## src/design/bilinear_image_scaler_unit_macros.svh

```systemverilog
// assertion macros for the bilinear image scaler
// used by modules that check their own control state; expects aclk and aresetn in scope
`ifndef BILINEAR_IMAGE_SCALER_UNIT_MACROS_SVH
`define BILINEAR_IMAGE_SCALER_UNIT_MACROS_SVH

// same-cycle implication
`define BIS_ASSERT_NOW(lbl, cond, prop) \
    lbl: assert property (@(posedge aclk) disable iff (!aresetn) (cond) |-> (prop)) \
        else $error("bis check failed");

// next-cycle implication
`define BIS_ASSERT_NEXT(lbl, cond, prop) \
    lbl: assert property (@(posedge aclk) disable iff (!aresetn) (cond) |=> (prop)) \
        else $error("bis check failed");

`endif

```

## src/design/bis_pkg.sv

```systemverilog
// types and constants for the bilinear image scaler
// no dependencies
package bis_pkg;

    localparam int COORD_W     = 13;
    localparam int QUEUE_DEPTH = 4;
    localparam int QPTR_W      = 2;
    localparam int QCNT_W      = 3;

    localparam logic [7:0] REG_SOURCE_WIDTH  = 8'd0;
    localparam logic [7:0] REG_SOURCE_HEIGHT = 8'd1;
    localparam logic [7:0] REG_COLUMN_STEP   = 8'd2;
    localparam logic [7:0] REG_ROW_STEP      = 8'd3;

    localparam logic OP_LOAD    = 1'b0;
    localparam logic OP_REQUEST = 1'b1;

    typedef struct packed {
        logic       operation;
        logic [9:0] column;
        logic [9:0] row;
        logic [7:0] red_in;
        logic [7:0] green_in;
        logic [7:0] blue_in;
    } in_t;

    typedef struct packed {
        logic [9:0] out_column;
        logic [9:0] out_row;
        logic [7:0] red_out;
        logic [7:0] green_out;
        logic [7:0] blue_out;
    } out_t;

    typedef struct packed {
        logic [COORD_W-1:0] xlast;
        logic [COORD_W-1:0] ylast;
        logic [25:0]        col_step;
        logic [25:0]        row_step;
    } cfg_t;

    typedef struct packed {
        logic               is_req;
        logic               wr_en;
        logic [9:0]         col;
        logic [9:0]         row;
        logic [COORD_W-1:0] x1;
        logic [COORD_W-1:0] x2;
        logic [COORD_W-1:0] y1;
        logic [COORD_W-1:0] y2;
        logic [7:0]         fx;
        logic [7:0]         fy;
        logic [23:0]        pix;
    } job_t;

endpackage

```

## src/design/bis_queue.sv

```systemverilog
// four-entry job queue between the front and back of the scaler
// depends on bis_pkg and the assertion macro header
`include "bilinear_image_scaler_unit_macros.svh"
module bis_queue (
    input  logic          aclk,
    input  logic          aresetn,
    input  logic          push,
    input  bis_pkg::job_t push_job,
    input  logic          pop,
    output bis_pkg::job_t head_job,
    output logic          not_empty,
    output logic          full
);
    import bis_pkg::*;

    job_t              entry_reg [QUEUE_DEPTH];
    logic [QPTR_W-1:0] wr_ptr_reg, wr_ptr_next;
    logic [QPTR_W-1:0] rd_ptr_reg, rd_ptr_next;
    logic [QCNT_W-1:0] count_reg, count_next;

    assign head_job  = entry_reg[rd_ptr_reg];
    assign not_empty = (count_reg != '0);
    assign full      = (count_reg == QCNT_W'(QUEUE_DEPTH));

    always_comb begin
        wr_ptr_next = push ? wr_ptr_reg + 1'b1 : wr_ptr_reg;
        rd_ptr_next = pop ? rd_ptr_reg + 1'b1 : rd_ptr_reg;
        count_next  = count_reg;
        if (push && !pop) begin
            count_next = count_reg + 1'b1;
        end else if (pop && !push) begin
            count_next = count_reg - 1'b1;
        end
    end

    always_ff @(posedge aclk) begin
        if (!aresetn) begin
            wr_ptr_reg <= '0;
            rd_ptr_reg <= '0;
            count_reg  <= '0;
        end else begin
            wr_ptr_reg <= wr_ptr_next;
            rd_ptr_reg <= rd_ptr_next;
            count_reg  <= count_next;
        end
    end

    always_ff @(posedge aclk) begin
        if (push) begin
            entry_reg[wr_ptr_reg] <= push_job;
        end
    end

    `BIS_ASSERT_NOW(q_count_bounded, 1'b1, count_reg <= QCNT_W'(QUEUE_DEPTH))
    `BIS_ASSERT_NOW(q_no_push_full, push, !full || pop)
    `BIS_ASSERT_NOW(q_no_pop_empty, pop, count_reg != '0)
    `BIS_ASSERT_NEXT(q_count_up, push && !pop, count_reg == $past(count_reg) + 1'b1)
endmodule

```

## config.mk

```make
export PLATFORM = sky130hd
export DESIGN_NAME = bis_queue
export DESIGN_NICKNAME = d
export VERILOG_FILES = /design/src/design/bis_pkg.sv /design/src/design/bis_queue.sv
export VERILOG_INCLUDE_DIRS = /design/src /design/src/design
export SDC_FILE = /design/constraint.sdc
export NUM_CORES = 1
export LEC_CHECK = 0
export BUFFER_PORTS_ARGS = -buffer_cell sky130_fd_sc_hd__buf_2
export CAP_MARGIN = 20
export CORE_ASPECT_RATIO = 2
export CORE_MARGIN = 3
export CORE_UTILIZATION = 40
export DETAILED_ROUTE_END_ITERATION = 16
export PLACE_DENSITY = 0.61
export SETUP_SLACK_MARGIN = 0.1
export SLEW_MARGIN = 15
export SYNTH_ARGS = -nofsm -noshare
export SYNTH_HDL_FRONTEND = slang
export SYNTH_SLANG_ARGS = --single-unit
```

## constraint.sdc

```tcl
create_clock -name aclk -period 10.1 [get_ports aclk]
set_input_delay 2.02 -clock aclk [delete_from_list [all_inputs] [get_ports aclk]]
set_output_delay 2.02 -clock aclk [all_outputs]
set_load 0.01 [all_outputs]
```

; ---- Word level (Yosys, flattened, before mapping)
; Memory sizes are Yosys's and may differ from the RTL's. A register that Yosys moved wholly into a read port is not among the register bits.
; Index checks and enable logic that the tools add are counted.
; Widths: inputs -> output; s select.
[word_totals]
register_bits = 7
mem_bits_rw = 456
input_bits = 118
output_inout_bits = 116
word_cells = 21
n_memories = 1
[mem_list]
columns = memory, words, word_bits, read_ports, rd_ports_with_merged_regs, write_ports, line
row1 = entry_reg, 4, 114, 1, 1, 1, bis_queue.sv:16  ; job_t entry_reg [QUEUE_DEPTH];
[classes]
n_addsub = 4
eq_ne = 1
muxes = 6
reduce_logical = 6
[ops]
columns = operator, count
row1 = $mux 3, 2
row2 = $add 2x1->2 const B, 2
row3 = $mux 2, 2
row4 = $add 3x1->3 const B, 1
row5 = $eq 3x3->1 const B, 1
row6 = $reduce_bool 3->1, 1
row7 = $sub 3x1->3 const B, 1
row8 = $logic_and 1x1->1, 2
row9 = $logic_not 1->1, 2
row10 = $mux 1, 2
row11 = $reduce_bool 2->1, 1

; ---- Longest topological paths before layout
; Gate-level depths: netlist of run 1.
[logic_depth]
ltp_word = 4
depth_mapped = 7
ltp_nobuf = 7

; ---- Least setup slack after synthesis of run 1
; Ideal clock, no wire load.
[synth_timing]
path_kind = input to register
startpoint = in push
endpoint = mem entry_reg[0][0] in the netlist's numbering, enable pin
setup_ns = 0.486
t_arrival_ns = 4.641
setup_slack_ns = 4.973
stages = 1
path_cell_list = and2_1
[synth_via]
elab_chain_cells = 2
[synth_lines]
columns = element, line
row1 = "start, declared", bis_queue.sv:7  ; input logic push,
row2 = $mux 1, bis_queue.sv:49  ; if (push) begin
row3 = $mux 1 (not written as such), bis_queue.sv:50  ; entry_reg[wr_ptr_reg] <= push_job;
row4 = "end, declared", bis_queue.sv:16
; Every way passes these cells.

==> flow_summary.ini, run 1 <==
[status]
status = completed

[logic_synthesis]
syn_avg_cell_area_um2 = 26.5
syn-num-nets = 763
ys_warn_count = 0
ys_seq_elements = 465
synth_cell_types = 20
synthesis.area_mm2 = 0.0169
synth_cells = 639
yosysSeqAreaShare_pct = 82.1

[pwr]
ir_worst_vdd_mv = 0.152
p_per_area_mw_per_mm2 = 205
p_leak_nw = 6.56
power_mw = 4.07

[final_layout]
nets = 1018
final_util_pct = 48.0
finalNonFillerCells = 1469
largest_reg_flops = 456
fillers = 3393
fin_area_mm2 = 0.0198
areaGrowthSynthToFinish_pct = 17.4
drive_gt1_share_pct = 44.5

[global_route]
grt_pass1_wl_mm = 50.1
grt_pass1_vias = 8316
antenna_found_initial = 12
grt_usage_pct = 14.9
grt_max_degree = 76
grt_overflow = 0

[critical_path]
start_kind = register
required_ps = 8080
critPathKind = reg -> out
cp_max_fo = 60
endpoint_kind = output pin
worstPathArrival_ps = 2980

[flow_run]
drv_cap = 0

[routing]
ant_nets = 0
vias = 7497
first_pass_iters = 6
drt-total-wl_mm = 33.1
drt_iter0_markers = 420
wl_per_cell_um = 22.5
drcViolationCount = 0
vias_per_cell = 5.10

[clocking]
cts.sinks = 465
cts.path.max_buffers = 3
ctsHoldBuffers = 0
clk_pin_slew_ps = 70
cts_resized = 0
cts_made_buffers = 40
ctsRootBufferMaster = clkbuf_16
clock_latency_ps = 550
cts_setup_buffers = 0
cts_tree = built
ctsHtreeMaxLevel = 2

[place]
io_buffers = 233
pre_cts_ws_ps = 5580
dpl.hpwl_mm = 19.5
gp_congestion = 0.745
placed_cell_area_mm2 = 0.0186
place_inst = 1387

[timing]
slew_viol_final = 0
fin_crit_sh_pct = 49.5
hold_violations = 0
skew_ps = 8.13
setup_violations = 0
worst_slack_ps = 5100
fmax_ghz = 0.200
maxSlewHeadroom_pct = 29.3
worst_hold_slack_ps = 513
rsz0062_at_grt = no
setup_tns_ps = 0
fin_crit_ps = 5000
tightest_slew_ps = 1060

[floorplanning]
fp.dieH_um = 297
num_rows = 105
die_area_mm2 = 0.0449
io_pins = 234
start_util_pct = 40.9
die_w_um = 151
coreArea_mm2 = 0.0414

[hold_path]
min_path_type = reg -> reg
path summary, 6_finish.rpt:
kind / from / end / slack (ps) / depth (start not counted)
max: register / head_job[56] / 5100 / 3
min reg2reg: count_reg[2] / count_reg[2] / 510 / 2
min: count_reg[2] / count_reg[2] / 510 / 2
max reg2reg: wr_ptr_reg[0] / entry_reg[0][4] / 7530 / 4
area by class of cell:
cell class | count | area (um^2) | share of cell area (%)
flip-flops and latches | 465 | 13900 | 69.9
repair buffers | 239 | 1220 | 6.17
multi-input cells | 144 | 2830 | 14.3
well taps | 535 | 669 | 3.37
inverters | 4 | 15.0 | 0.0756
clock inverters | 20 | 158 | 0.794
diodes | 9 | 22.5 | 0.113
clock buffers | 53 | 1050 | 5.29
power breakdown:
group          internal, mW  switching, mW  total, mW
clock network         0.768          0.661       1.43
registers              2.22         0.0385       2.26
logic                 0.178          0.204      0.382
worst max-delay path: stages (launching register included):
cell     delay (ps)
dfxtp_4        1000
buf_4           800
mux4_2          420
buf_2           160
kinds of logic (layout without fill, tap and decap cells):
group	after synthesis	after routing	synth area share (%)
and+or+nand+nor	15	15	0.548
other	0	9	0
buffers and inverters	30	316	1.27
adders and majority gates	6	6	0.488
muxes	116	116	15.3
AOI/OAI and AO/OA	2	2	0.0740
DFF	465	465	82.1
xor gates and xnor gates	5	5	0.259
cells in the mapped netlist:
cell type	n	area, um^2
ha_1	5	62.6
mux2i_1	2	20.0
nand2_1	1	3.75
buf_8	7	105
clkbuf_1	5	18.8
inv_1	4	15.0
dfxtp_1	9	180
fa_1	1	20.0
and2_1	9	56.3
o21ai_0	1	5.00
a21boi_0	1	7.51
or3_1	2	12.5
buf_2	13	65.1
buf_6	1	11.3
nor3b_1	1	7.51
xor2_1	3	26.3
nor2b_1	2	12.5
mux4_2	114	2570
xnor2_1	2	17.5
edfxtp_1	456	13700
layer usage:
| metal | GRT usage, % | vias to the layer above | wire length [um] |
|---|---|---|---|
| li1 | - | 3272 | - |
| met1 | 17.1 | 3940 | 12000 |
| met2 | 26.4 | 220 | 17900 |
| met3 | 3.10 | 61 | 1900 |
| met4 | 6.64 | 4 | 1280 |
| met5 | 0 | - | 16 |
placed cells by master, fill, tap and decap left out, drive strengths merged, types with 2 or more instances in the layout:
| cell | n |
|---|---|
| edfxtp | 456 |
| buf | 239 |
| mux4 | 114 |
| clkbuf | 53 |
| clkinv | 13 |
| diode | 9 |
| dfxtp | 9 |
| and2 | 9 |
| inv | 7 |
| ha | 5 |
| xor2 | 3 |
| clkinvlp | 3 |
| or3 | 2 |
| xnor2 | 2 |
| mux2i | 2 |
| nor2b | 2 |
Note: power is estimated with default switching activity, not from simulation.
==> run 2: changes to the inputs <==
clock period = 4.6 ns   (was 10.1 ns; I/O delays follow)
==> flow_summary.ini, run 2 (same netlist as run 1, synthesis figures left out) <==
[status]
status = completed

[floorplanning]
fp.dieH_um = 297
start_util_pct = 40.9
die_w_um = 151
num_rows = 105
die_area_mm2 = 0.0449
io_pins = 234
coreArea_mm2 = 0.0414

[pwr]
power_frac_seq_pct = 54.2
power.net_switching_mw = 1.95
p_clk_share_pct = 36.4
pwr-share-comb_pct = 9.4
power_mw = 9.11
p_per_area_mw_per_mm2 = 454
switching_share_pct = 21.4
ir_worst_vdd_mv = 0.406
p_int_mw = 7.16
p_leak_nw = 6.66

[clocking]
cts_setup_buffers = 0
cts_made_buffers = 41
cts.sinks = 465
cts_resized = 0
cts_tree = built
cts.path.max_buffers = 3
clock_latency_ps = 540
clk_pin_slew_ps = 60
ctsRootBufferMaster = clkbuf_16
ctsHtreeMaxLevel = 2
ctsHoldBuffers = 0

[routing]
wl_per_cell_um = 21.9
ant_nets = 0
vias_per_cell = 5.05
vias = 7433
drt-total-wl_mm = 32.3
drcViolationCount = 0
drt_iter0_markers = 384
first_pass_iters = 4

[place]
dpl.hpwl_mm = 19.8
pre_cts_ws_ps = 1650
placed_cell_area_mm2 = 0.0187
io_buffers = 233
gp_congestion = 0.729

[timing]
setup_violations = 0
slew_viol_final = 0
worst_slack_ps = 1210
tightest_slew_ps = 886
hold_violations = 0
worst_hold_slack_ps = 517
maxSlewHeadroom_pct = 40.9
skew_ps = 14.8
fin_crit_ps = 3390
fmax_ghz = 0.295
setup_tns_ps = 0
rsz0062_at_grt = no
fin_crit_sh_pct = 73.6

[critical_path]
worstReg2RegEnd = entry_reg[0][43]
critPathKind = reg -> out
rr_worst_depth = 4
required_ps = 3680
start_kind = register
reg2reg_slack_ps = 2520
worstPathArrival_ps = 2470
crit_end = head_job[85]
endpoint_kind = output pin
rr_startpoint = wr_ptr_reg[0]
cp_max_fo = 47

[final_layout]
layout_common_cells = edfxtp_1, buf_2, mux4_2
nets = 1025
layout_commonest_cell = edfxtp_1
largest_reg_flops = 456
areaGrowthSynthToFinish_pct = 18.6
fin_area_mm2 = 0.0201
drive_gt1_share_pct = 45.0

[global_route]
grt_pass1_wl_mm = 49.0
grt_max_degree = 69
grt_overflow = 0
grt_pass1_vias = 8133
grt_usage_pct = 14.4
antenna_found_initial = 9

[flow_run]
drv_cap = 0

[hold_path]
min_path_type = reg -> reg
[run 2: layer usage]
metal,up-vias,share of wire [%],track usage (%)
li1,3280,-,-
met3,51,6.3,3.55
met2,220,54,24.9
met5,-,0.11,0
met1,3878,37,17.2
met4,4,3.1,5.73
[run 2: power by group through the flow]
stage / sequential [mW] / combinational, mW / clock [mW]
finish: 4.94 / 0.859 / 3.31
floorplan: 5.01 / 0.538 / 0
detailed placement: 5.04 / 0.888 / 0
global route: 4.96 / 0.941 / 3.58
global placement: 5.03 / 0.883 / 0
CTS: 4.95 / 0.892 / 3.42
[run 2: worst min-delay path by stage]
stage,end,start,cells past startpoint
final,count_reg[2],count_reg[2],2
after global routing,count_reg[2],count_reg[2],2
after CTS,count_reg[2],count_reg[2],2
after detailed placement,count_reg[2],count_reg[2],2
after global placement,count_reg[2],count_reg[2],2
after floorplan,count_reg[2],count_reg[2],2
[run 2: layout make-up]
cell class | count | area [um^2]
diodes | 7 | 17.5
clock buffers | 52 | 1080
clock inverters | 21 | 226
fillers | 3417 | 21300
inverters | 4 | 15.0
multi-input cells | 144 | 2830
flip-flops and latches | 465 | 13900
well taps | 535 | 669
repair buffers | 245 | 1340
[run 2: per-stage QoR]
step / cells / util (%)
final: 1473 / 48.5
after CTS: 1466 / 48.4
after global placement: 1393 / 45.3
after global routing: 1471 / 48.5
after floorplan: 639 / -
after detailed placement: 1393 / 45.3
[run 2: worst max-delay path, cell delays in order, from the launching register on]
cell     delay, ps
dfxtp_4        720
buf_12         380
mux4_2         580
buf_2          160
==> run 3: changes to the inputs <==
clock period = 3.55 ns   (was 4.6 ns; I/O delays follow)
==> flow_summary.ini, run 3 (same netlist as run 1, synthesis figures left out) <==
[status]
status = completed

[timing]
fmax_ghz = 0.331
rsz0062_at_grt = no
fin_crit_ps = 3020
hold_violations = 0
fin_crit_sh_pct = 85.0
skew_ps = 20.6
slew_viol_final = 0
maxSlewHeadroom_pct = 47.3
setup_violations = 0
tightest_slew_ps = 791
setup_tns_ps = 0
worst_slack_ps = 532

[global_route]
grt_pass1_wl_mm = 49.5
grt_usage_pct = 14.7
antenna_found_initial = 6
grt_pass1_vias = 8062
grt_overflow = 0
grt_max_degree = 115
busiest_layer = met2
met3_usage_pct = 3.17
met2_usage_pct = 26.0
met1_usage_pct = 17.0

[pwr]
power_mw = 12.1
p_per_area_mw_per_mm2 = 598
p_leak_nw = 6.75
ir_worst_vdd_mv = 0.463

[floorplanning]
start_util_pct = 40.9
die_w_um = 151
num_rows = 105
coreArea_mm2 = 0.0414
die_area_mm2 = 0.0449
fp.dieH_um = 297
io_pins = 234

[clocking]
cts_made_buffers = 40
clk_pin_slew_ps = 70
cts.sinks = 465
cts_setup_buffers = 0
cts_tree = built
ctsRootBufferMaster = clkbuf_16
cts_resized = 0
ctsHoldBuffers = 0
ctsHtreeMaxLevel = 2
cts.path.max_buffers = 3
clock_latency_ps = 530

[final_layout]
fillers = 3379
largest_reg_flops = 456
areaGrowthSynthToFinish_pct = 19.8
layout_common_cells = edfxtp_1, buf_2, mux4_2
drive_gt1_share_pct = 46.2
layout_commonest_cell = edfxtp_1
nets = 1030
fin_area_mm2 = 0.0203
final_util_pct = 48.9

[place]
pre_cts_ws_ps = 986
placed_cell_area_mm2 = 0.0189
gp_congestion = 0.671
io_buffers = 233
dpl.hpwl_mm = 20.3

[critical_path]
worstPathArrival_ps = 2310
start_kind = register
cp_max_fo = 26
endpoint_kind = output pin
critPathKind = reg -> out
required_ps = 2840

[hold_path]
min_path_type = in -> reg

[routing]
wl_per_cell_um = 22.1
first_pass_iters = 4
vias_per_cell = 5.06
vias = 7456
drt_iter0_markers = 334
drt-total-wl_mm = 32.6
drcViolationCount = 0
ant_nets = 0

[flow_run]
drv_cap = 0
==> run 3: through the flow <==
| stage | hold WS, ps | std cells |
|---|---|---|
| 2_1_floorplan | 467 | 639 |
| 3_3_place_gp | 492 | 1399 |
| 3_5_place_dp | 503 | 1399 |
| 4_1_cts | 353 | 1468 |
| 6_report | 391 | 1473 |
| 5_1_grt | 367 | 1473 |
==> run 3: path summary, 6_finish.rpt <==
path | start | endpoint | slack (ps) | cells after the start
max | register | head_job[84] | 530 | 3
min reg2reg | count_reg[2] | count_reg[2] | 500 | 2
max reg2reg | wr_ptr_reg[1] | entry_reg[1][61] | 1700 | 4
min | push_job[40] | entry_reg[3][40] | 390 | 1
==> run 3: cell type report <==
type	instances	area, um^2	area share, %
clock inverter	20	314	1.55
multi-input combinational	144	2830	14.0
tap	535	669	3.31
timing repair buffer	251	1460	7.23
sequential	465	13900	68.5
antenna	5	12.5	0.0618
inverter	4	15.0	0.0741
clock buffer	49	1070	5.26
==> run 3: power by group <==
group	internal, mW	switching [mW]
Sequential	6.30	0.0772
Clock	2.72	1.84
Combinational	0.549	0.612
Total	9.58	2.53
==> run 3: per-layer routing <==
metal / vias up / share of wire, %
li1: 3283 / -
met1: 3908 / 36
met2: 209 / 55
met3: 54 / 5.9
met4: 2 / 2.8
met5: - / 0.034
==> run 3: critical path: stages, from the launching register on <==
cell and delay (ps):
dfxtp_4 760, buf_4 320, mux4_2 530, buf_2 160
